--- config.mk ---
export PLATFORM = sky130hd
export DESIGN_NAME = tile_row_span_emitter
export DESIGN_NICKNAME = d
export VERILOG_FILES = /design/src/hw/rtl/trse_pkg.sv /design/src/hw/rtl/tile_row_span_emitter.sv /design/src/hw/rtl/trse_run_pick.sv
export SDC_FILE = /design/constraint.sdc
export NUM_CORES = 1
export LEC_CHECK = 0
export BUFFER_PORTS_ARGS = -buffer_cell sky130_fd_sc_hd__clkbuf_2
export CAP_MARGIN = 20
export CORE_MARGIN = 8
export CORE_UTILIZATION = 50
export DETAILED_ROUTE_END_ITERATION = 7
export PLACE_DENSITY = 0.72
export SETUP_SLACK_MARGIN = 0.15
export SLEW_MARGIN = 20
export SYNTH_ARGS = -nofsm -noshare
export SYNTH_HDL_FRONTEND = slang
export SYNTH_SLANG_ARGS = --single-unit
--- constraint.sdc ---
create_clock -name clk -period 10.39 [get_ports clk]
set_input_delay 0.5195 -clock clk [delete_from_list [all_inputs] [get_ports clk]]
set_output_delay 0.5195 -clock clk [all_outputs]
set_load 0.05 [all_outputs]
--- src/hw/rtl/trse_pkg.sv ---
// ----------------------------------------------------------------------------
// trse_pkg
// Shared types and constants of the tile row span emitter.
// ----------------------------------------------------------------------------
package trse_pkg;

	localparam int unsigned TILE_PIXELS = 8;

	// Register indexes, taken from paddr[4:2].
	localparam logic [2:0] REG_SCREEN_SCALE = 3'd0;
	localparam logic [2:0] REG_TILE_SCALE   = 3'd1;
	localparam logic [2:0] REG_COLOR_ONE    = 3'd2;
	localparam logic [2:0] REG_COLOR_TWO    = 3'd3;
	localparam logic [2:0] REG_COLOR_THREE  = 3'd4;

	localparam logic [1:0] PIX_ONE = 2'd1;
	localparam logic [1:0] PIX_TWO = 2'd2;

	localparam logic [3:0] TILE_SCALE_MAX = 4'd8;

	typedef logic [TILE_PIXELS-1:0][1:0] pix_row_t;

	// Selection of the next coloured run of a row.
	typedef struct packed {
		logic       found;
		logic [2:0] start;
		logic [3:0] len;
		logic       last;
	} run_pick_t;

endpackage

--- src/hw/rtl/tile_row_span_emitter.sv ---
// ----------------------------------------------------------------------------
// tile_row_span_emitter
// Turns a 2bpp tile row into coloured rectangles, one span per unstalled cycle.
// ----------------------------------------------------------------------------
// The first span of a row passes the input stage register, then the span output
// register. Spans leave at one per cycle while span_stall is low; a row holds
// the input stage until its last coloured run (at most eight) is emitted, and a
// fully transparent row leaves the input stage without emitting a span.
// Reset clears all valid flags; scales return to 1 and palette entries to 0.
module tile_row_span_emitter
	import trse_pkg::*;
(
	input  logic               clk,
	input  logic               arst_n,
	input  logic               psel,
	input  logic               penable,
	input  logic               pwrite,
	input  logic [4:0]         paddr,
	input  logic [31:0]        pwdata,
	output logic [31:0]        prdata,
	output logic               pready,
	input  logic               item_valid,
	output logic               item_stall,
	input  logic [15:0]        row_bits,
	input  logic [2:0]         row_index,
	input  logic signed [11:0] base_x,
	input  logic signed [11:0] base_y,
	output logic               span_valid,
	input  logic               span_stall,
	output logic signed [13:0] rect_x,
	output logic signed [13:0] rect_y,
	output logic [7:0]         rect_width,
	output logic [4:0]         rect_height,
	output logic [23:0]        rect_color,
	output logic               last_span
);

	logic [1:0]  screen_scale_q;
	logic [3:0]  tile_scale_q;
	logic [23:0] color_one_q;
	logic [23:0] color_two_q;
	logic [23:0] color_three_q;

	logic [2:0]  reg_idx;
	logic        reg_wr;

	assign pready  = 1'b1;
	assign reg_idx = paddr[4:2];
	assign reg_wr  = psel && penable && pwrite && pready;

	always_ff @(posedge clk or negedge arst_n) begin
		if (!arst_n) begin
			screen_scale_q <= 2'd1;
			tile_scale_q   <= 4'd1;
			color_one_q    <= 24'd0;
			color_two_q    <= 24'd0;
			color_three_q  <= 24'd0;
		end else if (reg_wr) begin
			case (reg_idx)
				REG_SCREEN_SCALE: screen_scale_q <= pwdata[1:0];
				REG_TILE_SCALE:   tile_scale_q   <= pwdata[3:0];
				REG_COLOR_ONE:    color_one_q    <= pwdata[23:0];
				REG_COLOR_TWO:    color_two_q    <= pwdata[23:0];
				REG_COLOR_THREE:  color_three_q  <= pwdata[23:0];
				default: ;
			endcase
		end
	end

	always_comb begin
		case (reg_idx)
			REG_SCREEN_SCALE: prdata = {30'd0, screen_scale_q};
			REG_TILE_SCALE:   prdata = {28'd0, tile_scale_q};
			REG_COLOR_ONE:    prdata = {8'd0, color_one_q};
			REG_COLOR_TWO:    prdata = {8'd0, color_two_q};
			REG_COLOR_THREE:  prdata = {8'd0, color_three_q};
			default:          prdata = 32'd0;
		endcase
	end

	// Effective scales: zero counts as one, tile scale saturates at eight.
	logic [1:0] ss_eff;
	logic [3:0] ts_eff;
	logic [4:0] factor;

	assign ss_eff = (screen_scale_q == 2'd0) ? 2'd1 : screen_scale_q;
	always_comb begin
		if (tile_scale_q == 4'd0) begin
			ts_eff = 4'd1;
		end else if (tile_scale_q > TILE_SCALE_MAX) begin
			ts_eff = TILE_SCALE_MAX;
		end else begin
			ts_eff = tile_scale_q;
		end
	end
	assign factor = 5'(ss_eff) * 5'(ts_eff);

	// Input side: split pixels, mark run starts and work out the row origin.
	pix_row_t               pix_w;
	logic [TILE_PIXELS-1:0] bnd_w;
	logic [TILE_PIXELS-1:0] mask_w;
	logic signed [13:0]     ss_ext;
	logic signed [13:0]     ox_w;
	logic signed [13:0]     oy_w;
	logic [7:0]             row_off;

	always_comb begin
		for (int j = 0; j < TILE_PIXELS; j++) begin
			pix_w[j] = row_bits[2*(TILE_PIXELS-1-j) +: 2];
		end
		bnd_w[0] = 1'b1;
		for (int j = 1; j < TILE_PIXELS; j++) begin
			bnd_w[j] = (pix_w[j] != pix_w[j-1]);
		end
		for (int j = 0; j < TILE_PIXELS; j++) begin
			mask_w[j] = bnd_w[j] && (pix_w[j] != 2'd0);
		end
	end

	assign ss_ext  = $signed({12'd0, ss_eff});
	assign row_off = 8'(row_index) * 8'(factor);
	assign ox_w    = $signed({{2{base_x[11]}}, base_x}) * ss_ext;
	assign oy_w    = $signed({{2{base_y[11]}}, base_y}) * ss_ext
		+ $signed({6'd0, row_off});

	logic                   s1_valid_q;
	pix_row_t               pix_s1;
	logic [TILE_PIXELS-1:0] bnd_s1;
	logic [TILE_PIXELS-1:0] mask_s1;
	logic signed [13:0]     ox_s1;
	logic signed [13:0]     oy_s1;

	run_pick_t pick;

	trse_run_pick u_pick (
		.mask (mask_s1),
		.bnd  (bnd_s1),
		.pick (pick)
	);

	logic span_valid_q;
	logic out_free;
	logic emit;
	logic s1_done;
	logic accept;

	assign out_free   = !span_valid_q || !span_stall;
	assign emit       = s1_valid_q && pick.found && out_free;
	assign s1_done    = s1_valid_q && (!pick.found || (emit && pick.last));
	assign item_stall = s1_valid_q && !s1_done;
	assign accept     = item_valid && !item_stall;

	always_ff @(posedge clk or negedge arst_n) begin
		if (!arst_n) begin
			s1_valid_q <= 1'b0;
		end else if (accept) begin
			s1_valid_q <= 1'b1;
		end else if (s1_done) begin
			s1_valid_q <= 1'b0;
		end
	end

	always_ff @(posedge clk) begin
		if (accept) begin
			pix_s1  <= pix_w;
			bnd_s1  <= bnd_w;
			mask_s1 <= mask_w;
			ox_s1   <= ox_w;
			oy_s1   <= oy_w;
		end else if (emit) begin
			mask_s1[pick.start] <= 1'b0;
		end
	end

	// Span fields of the picked run.
	logic [1:0]         run_val;
	logic [7:0]         start_off;
	logic signed [13:0] rx_w;
	logic [7:0]         width_w;
	logic [23:0]        color_w;

	assign run_val   = pix_s1[pick.start];
	assign start_off = 8'(pick.start) * 8'(factor);
	assign rx_w      = ox_s1 + $signed({6'd0, start_off});
	assign width_w   = 8'(pick.len) * 8'(factor);

	always_comb begin
		case (run_val)
			PIX_ONE: color_w = color_one_q;
			PIX_TWO: color_w = color_two_q;
			default: color_w = color_three_q;
		endcase
	end

	always_ff @(posedge clk or negedge arst_n) begin
		if (!arst_n) begin
			span_valid_q <= 1'b0;
		end else if (emit) begin
			span_valid_q <= 1'b1;
		end else if (out_free) begin
			span_valid_q <= 1'b0;
		end
	end

	always_ff @(posedge clk) begin
		if (emit) begin
			rect_x      <= rx_w;
			rect_y      <= oy_s1;
			rect_width  <= width_w;
			rect_height <= factor;
			rect_color  <= color_w;
			last_span   <= pick.last;
		end
	end

	assign span_valid = span_valid_q;

	// A new row may only enter when the row in hand is finishing this cycle.
	a_accept_when_done: assert property (@(posedge clk) disable iff (!arst_n)
		(accept && s1_valid_q) |-> s1_done)
		else $error("row taken while previous row still has spans");

	// Each span beat retires exactly one pending run.
	a_mask_shrinks: assert property (@(posedge clk) disable iff (!arst_n)
		(emit && !pick.last && !accept) |=>
		($countones(mask_s1) == $countones($past(mask_s1)) - 1))
		else $error("pending run mask did not shrink by one");

	// After the final span of a row, with no new row, the input stage is empty.
	a_empty_after_last: assert property (@(posedge clk) disable iff (!arst_n)
		(emit && pick.last && !accept) |=> !s1_valid_q)
		else $error("input stage still busy after last span");

	// Presented spans are never degenerate.
	a_span_size: assert property (@(posedge clk) disable iff (!arst_n)
		span_valid_q |-> ((rect_width != 8'd0) && (rect_height != 5'd0)))
		else $error("span with zero size");

endmodule

--- src/hw/rtl/trse_run_pick.sv ---
// ----------------------------------------------------------------------------
// trse_run_pick
// Picks the lowest pending coloured run of a row and measures its length.
// ----------------------------------------------------------------------------
module trse_run_pick
	import trse_pkg::*;
(
	input  logic [TILE_PIXELS-1:0] mask,
	input  logic [TILE_PIXELS-1:0] bnd,
	output run_pick_t              pick
);

	logic [2:0] start;
	logic [3:0] endp;
	logic       found;
	logic [TILE_PIXELS-1:0] rest;

	always_comb begin
		found = 1'b0;
		start = 3'd0;
		for (int j = TILE_PIXELS - 1; j >= 0; j--) begin
			if (mask[j]) begin
				found = 1'b1;
				start = 3'(j);
			end
		end
	end

	// The run ends at the first boundary above its start, or at the row end.
	always_comb begin
		endp = 4'(TILE_PIXELS);
		for (int k = TILE_PIXELS - 1; k >= 1; k--) begin
			if (bnd[k] && (4'(k) > {1'b0, start})) begin
				endp = 4'(k);
			end
		end
	end

	always_comb begin
		rest = mask;
		rest[start] = 1'b0;
	end

	assign pick.found = found;
	assign pick.start = start;
	assign pick.len   = endp - {1'b0, start};
	assign pick.last  = (rest == '0);

endmodule

Word level (Yosys, flattened, before mapping)
Cells that the tools add are included.

cells by class
  multiply operators = 6
  shifts and indexed selects = 0
  bitwise operators = 2
  reduce and logical (&&, ||, !) cells = 50
  equality and inequality tests = 13
  div/mod/pow operators = 0
  multiplexer cells = 38
  add/sub/neg operators = 3
  magnitude comparators = 10

operators by type and width
  kind                                                                  number
  24-bit case mux with 5 select lines                                   1
  24-bit case mux with 2 select lines                                   1
  4-bit 2-to-1 mux                                                      9
  14-bit by 9-bit adder with 14-bit output                              2
  12-bit by 3-bit multiplier with 14-bit output                         2
  3-bit 2-to-1 mux                                                      8
  1-bit logical AND                                                     23
  2-bit nonzero test                                                    11
  3-bit by 5-bit multiplier with 8-bit output                           2
  8-bit 2-to-1 mux                                                      2
  2-bit inequality test                                                 7
  1-bit 2-to-1 mux                                                      13
  3-bit > comparator (first input constant)                             4
  2-bit AND reduction                                                   5
  8-bit AND                                                             1
  8-bit logical NOT                                                     1
  4-bit by 5-bit multiplier with 8-bit output                           1
  8-bit NOT                                                             1
  2-bit binary-select mux with 3-bit select                             1
  3-bit by 2-bit == test with 1-bit output (second input constant)      2
  2-bit by 3-bit > comparator with 1-bit output (first input constant)  2
  1-bit logical NOT                                                     5
  2-bit by 4-bit multiplier with 5-bit output                           1
  4-bit > comparator (second input constant)                            1
  14 further kinds                                                      16

storage, ports and cells
  input port bits = 87
  register bits = 205
  logic and storage cells = 147
  memories kept = 0
  output and inout port bits = 101
  bits in writable memories = 0
  ROM bits = 0
  bits in latches = 0

Logic depth before layout (Yosys ltp)
  depth in word-level cells = 23
  mapped depth = 26
  depth with buffers taken out = 24

By module
Synthesis repeated with hierarchy kept, for this count alone.

unflattened totals
  cells, all modules = 1126
  area, all modules = 12538.3 sq um

by module, submodules not included
  module                 area each (sq um)  instances  cells each  seq. area each (sq um)
  tile_row_span_emitter  12012.8            1          1044        5758.0
  trse_run_pick          525.5              1          82          0.0

Least setup slack after synthesis
No wires, ideal clock.

  path type = register to register
  start point = register mask_s1[0]
  end point = register rect_width[7], data pin
  setup slack = 4722 ps
  cell stages (with the launch flop) = 26
  data arrival time = 5408 ps
  path buffers = 2
  required time = 10130 ps
  clock period less this slack = 5668 ps
  library setup time = 260 ps
  cells stage by stage = edfxtp_1 > buf_6 > or4_4 > buf_6 > or4_4 > a21o_1 > nand3_1 > a21o_1 > inv_1 > ha_1 > nor2b_1 > o21ai_0 > nand2b_1 > and3_2 > or2_4 > and2_1 > fa_1 > inv_1 > fa_1 > inv_1 > ha_1 > a21oi_1 > o21bai_1 > a21oi_1 > xnor2_1 > xnor2_1

between the ends
  word-level cells in the longest chain between the ends = 12
  elaborated cells between the ends (all ways) = 24
  classes of those cells = add/sub: 1; mul: 1; order compare: 7; mux: 8; reduce/logical: 7

RTL lines
  item                                             RTL line                      RTL
  start, declared                                  tile_row_span_emitter.sv:129  logic [TILE_PIXELS-1:0] mask_s1;
  start signal, assigned                           tile_row_span_emitter.sv:167  mask_s1 <= mask_w;
  3-bit 2-to-1 mux (*)                             trse_run_pick.sv:22           if (mask[j]) begin
  3-bit > comparator                               trse_run_pick.sv:33           if (bnd[k] && (4'(k) > {1'b0, start})) begin
  1-bit logical AND                                trse_run_pick.sv:33
  4-bit 2-to-1 mux (7 in a row)                    trse_run_pick.sv:33
  4-bit by 3-bit subtractor with 4-bit output (*)  trse_run_pick.sv:46           assign pick.len = endp - {1'b0, start};
  4-bit by 5-bit multiplier with 8-bit output (*)  tile_row_span_emitter.sv:185  assign width_w = 8'(pick.len) * 8'(factor);
  via width_w[7]                                   tile_row_span_emitter.sv:179  logic [7:0] width_w;
  end signal, assigned                             tile_row_span_emitter.sv:209  rect_width <= width_w;
  end, declared                                    tile_row_span_emitter.sv:32   output logic [7:0] rect_width,

The timed path passes the listed nets; every way through them passes the cells marked *.
A chain may end at the register's enable or synchronous reset.

Worst setup path after layout
  start point = register screen_scale_q[1]
  end point = register oy_s1[12], data pin

between the ends
  word-level cells in the longest chain between the ends = 5
  elaborated cells between the ends (all ways) = 6
  classes of those cells = add/sub: 1; mul: 3; mux: 1; reduce/logical: 1

RTL lines
  item                                          RTL line                      RTL
  start, declared                               tile_row_span_emitter.sv:38   logic [1:0] screen_scale_q;
  start signal, assigned                        tile_row_span_emitter.sv:60   REG_SCREEN_SCALE: screen_scale_q <= pwdata[1:0];
  2-bit logical NOT                             tile_row_span_emitter.sv:86   assign ss_eff = (screen_scale_q == 2'd0) ? 2'd1 : screen_scale_q;
  2-bit 2-to-1 mux (*)                          tile_row_span_emitter.sv:86
  2-bit by 4-bit multiplier with 5-bit output   tile_row_span_emitter.sv:96   assign factor = 5'(ss_eff) * 5'(ts_eff);
  3-bit by 5-bit multiplier with 8-bit output   tile_row_span_emitter.sv:121  assign row_off = 8'(row_index) * 8'(factor);
  14-bit by 9-bit adder with 14-bit output (*)  tile_row_span_emitter.sv:124  + $signed({6'd0, row_off});
  via oy_w[12]                                  tile_row_span_emitter.sv:104  logic signed [13:0] oy_w;
  end signal, assigned                          tile_row_span_emitter.sv:169  oy_s1 <= oy_w;
  end, declared                                 tile_row_span_emitter.sv:131  logic signed [13:0] oy_s1;

Marks and branches as above.

==> metrics.yaml <==
outcome:
  run_status: "finished clean"
finish:
  nNetsFinal: 1444
  fillCellCount: 2030
  layout-drive-gt1-share_pct: 25.2
  fin_util_pct: 58.6
  layout.cells.non_filler: 1580
  area_delta_synth_final_pct: 15.9
  diodes: 0
power:
  power_w: 0.00400
  vdd_drop_max_uv: 178
  p_int_w: 0.00229
  pwr-share-seq_pct: 32.5
  p_leak_nw: 6.40
  p_per_area_mw_per_mm2: 282
  power_frac_comb_pct: 46.7
  p_clk_share_pct: 20.8
  p_sw_w: 0.00171
  switching_share_pct: 42.7
floorplan:
  die_w_um: 172
  die_y_um: 172
  rows: 57
  core_sq_mm: 0.0242
  start_util_pct: 50.6
  dieArea_sq_mm: 0.0297
  io_pins: 188
placed_design:
  port_buffers: 168
  dp_hpwl_mm: 19.5
  dp_cells: 1536
  dp_slack_ns: 3.87
  finalWeightedCongestion: 0.867
detailed_routing:
  post_drt_wl_per_cell_um: 17.1
  routed-via-count: 8505
  drc: 0
  firstDrtPassIters: 5
  drt-total-wl_mm: 27.0
  detail-route-antenna-nets: 0
  first_iter_violations: 485
  vias_per_cell: 5.38
logic_synthesis:
  yosysUniqueCellTypes: 62
  synth_top_area_share_pct: 30.7
  synthArstFlopShare_pct: 39.0
  ys_ff_latch: 205
  synthCells: 1077
  synth_edf_count: 125
  synth_flop_cell: "edfxtp_1"
  netlist_area_sq_mm: 0.0122
  yosys_warnings: 0
  synth_top_area_cell: "edfxtp_1"
  synth.avg_cell_area_sq_um: 11.3
  ys_top_cells_by_area: "edfxtp_1 (31%), dfrtp_1 (16%), ha_1 (9.5%), mux2_2 (7.4%), fa_1 (4.3%)"
  ys_seq_area_share_pct: 47.1
hold_path:
  worstHoldPathType: "in2async"
global_routing:
  grt_max_degree: 81
  grt_pass1_wl_mm: 43.4
  grtUsageMet2_pct: 31.8
  grt_busiest_layer: "met2"
  grt_use_total_pct: 18.2
  overflow: 0
  grt_use_met1_pct: 22.4
  groute.layer.met3.usage_pct: 2.92
  antenna_found_initial: 1
  grt_pass1_vias: 8715
setup_path:
  cp-start-kind: "flip-flop"
  critPathArrivalTime_ns: 6.80
  worstPathMaxFanout: 31
  worstSetupPathType: "reg2reg"
  cp-end-kind: "flip-flop"
  crit_required_ns: 10.65
clock_tree:
  cts_resized: 0
  numCtsBuffers: 24
  cts_max_path_buffers: 3
  cts_setup_buffers: 0
  clk_latency_ns: 0.52
  cts_tree: "built"
  path_clk_slew_ns: 0.06
  clockRootBuffer: "clkbuf_16"
  clock_sinks: 205
  holdBufCountCts: 0
  htree_levels: 1
sta:
  finalCritPeriodShare_pct: 62.9
  timing.final.hold_violations: 0
  layout_setup_ws_ns: 3.86
  grt_setup_unrepaired: "false"
  fin_crit_ns: 6.53
  fmax_mhz: 153
  slew_violations: 0
  setup_viol: 0
  worst_pin_slew_ns: 1.03
  skew_ns: 0.0171
  slew_headroom_pct: 31.7
  totalNegativeSetupSlack_ns: 0
run:
  max_cap_violations: 0
registers in the layout (all words and copies together) (netlist names), 14 cells and up:
| register | count |
|---|---|
| ox_s1 | 14 |
| color_three_q | 24 |
| color_two_q | 24 |
| oy_s1 | 14 |
| rect_y | 14 |
| pix_s1 | 16 |
| color_one_q | 24 |
| rect_x | 14 |
| rect_color | 24 |
critical path: stages, from the launching register on:
cell and delay (ns):
dfrtp_1 0.32, buf_4 0.27, nand2b_1 0.08, buf_4 0.21, nor2b_1 0.17, and2_1 0.17, ha_1 0.20, fa_1 0.39
xor2_1 0.66, nand2_1 0.16, fa_1 0.52, inv_1 0.07, fa_1 0.46, a21o_1 0.17, a21oi_1 0.16, xnor2_1 0.16
fa_1 0.45, ha_1 0.26, or4_1 0.60, a41o_1 0.29, o41a_1 0.33, xor2_1 0.15
cell usage after synthesis, drive strengths merged, types with 3 or more instances:
| master | n |
|---|---|
| nor2b | 14 |
| xor2 | 15 |
| nor4 | 3 |
| dfrtp | 78 |
| buf | 14 |
| o41a | 3 |
| a21boi | 3 |
| mux2i | 26 |
| and2 | 65 |
| a22oi | 26 |
| nand3 | 14 |
| nand2 | 108 |
| a21oi | 34 |
| xnor2 | 45 |
| clkbuf | 38 |
| inv | 44 |
| o21ai | 77 |
| nor3b | 3 |
| edfxtp | 125 |
| o21bai | 6 |
| nor2 | 49 |
| ha | 93 |
| fa | 26 |
| a21o | 14 |
| o21a | 9 |
| o211ai | 3 |
| or4 | 7 |
| and3 | 4 |
| mux2 | 80 |
| a41oi | 4 |
| nand2b | 11 |
| a31oi | 4 |
| nor3 | 7 |
kinds of logic after synthesis:
family,share of synthesized area (%)
AO/OA/AOI/OAI,9.86
XOR/XNOR,4.30
adder cells (fa/ha/maj),13.8
buffers and inverters,3.40
flip-flops,47.1
multiplexers,9.50
other,0.0614
AND/OR/NAND/NOR,12.0
cells in the final DEF, fill, tap and decap left out, types with 15 or more instances in the layout:
cell type / instances
fa_1: 26
dfrtp_1: 78
mux2_2: 80
and2_1: 65
nor2_1: 48
clkbuf_2: 167
mux2i_1: 26
nand2_1: 108
inv_1: 43
o21ai_0: 74
ha_1: 93
xor2_1: 15
edfxtp_1: 125
clkbuf_16: 24
a22oi_1: 26
xnor2_1: 45
a21oi_1: 32
metal layers:
metal | part of all wire (%) | vias to the layer above
li1 | - | 4157
met1 | 42 | 4121
met2 | 50 | 172
met3 | 4.6 | 53
met4 | 2.5 | 2
met5 | 0.048 | -
per-stage QoR:
stage,hold WS [ns],area [sq um]
after CTS,0.200,14200
final,0.0228,14200
after global placement,0.403,13400
after floorplan,0.224,12200
after global routing,0.0768,14200
after detailed placement,0.407,13400
cell type report:
class / instances / area (sq um) / share of cell area, %
Clock buffer: 32 / 661 / 4.66
Multi-Input combinational cell: 782 / 6100 / 43.1
Timing Repair Buffer: 180 / 937 / 6.61
Tap cell: 324 / 405 / 2.86
Sequential cell: 205 / 5760 / 40.6
Clock inverter: 12 / 135 / 0.954
Inverter: 45 / 169 / 1.19
path summary, 6_finish.rpt:
kind | start | to | slack (ns) | depth (start not counted)
worst min register to register | oy_s1[8] | rect_y[8] | 0.42 | 0
worst min-delay path | arst_n | color_three_q[9] | 0.02 | 1
min in group clk | row_bits[14] | pix_s1[0] | 0.23 | 1
worst max-delay path | screen_scale_q[1] | oy_s1[12] | 3.86 | 21
max in group asynchronous | arst_n | color_three_q[17] | 9.84 | 1
worst max register to register | screen_scale_q[1] | oy_s1[12] | 3.86 | 21
power groups by stage:
stage	Clock [W]	Combinational, W	Sequential, W
after floorplan	0	0.00110	0.00164
after global placement	0	0.00183	0.00131
after detailed placement	0	0.00187	0.00132
after CTS	0.000854	0.00189	0.00130
after global routing	0.000889	0.00206	0.00132
final	0.000833	0.00187	0.00130
(Power assumes the default switching activity.)
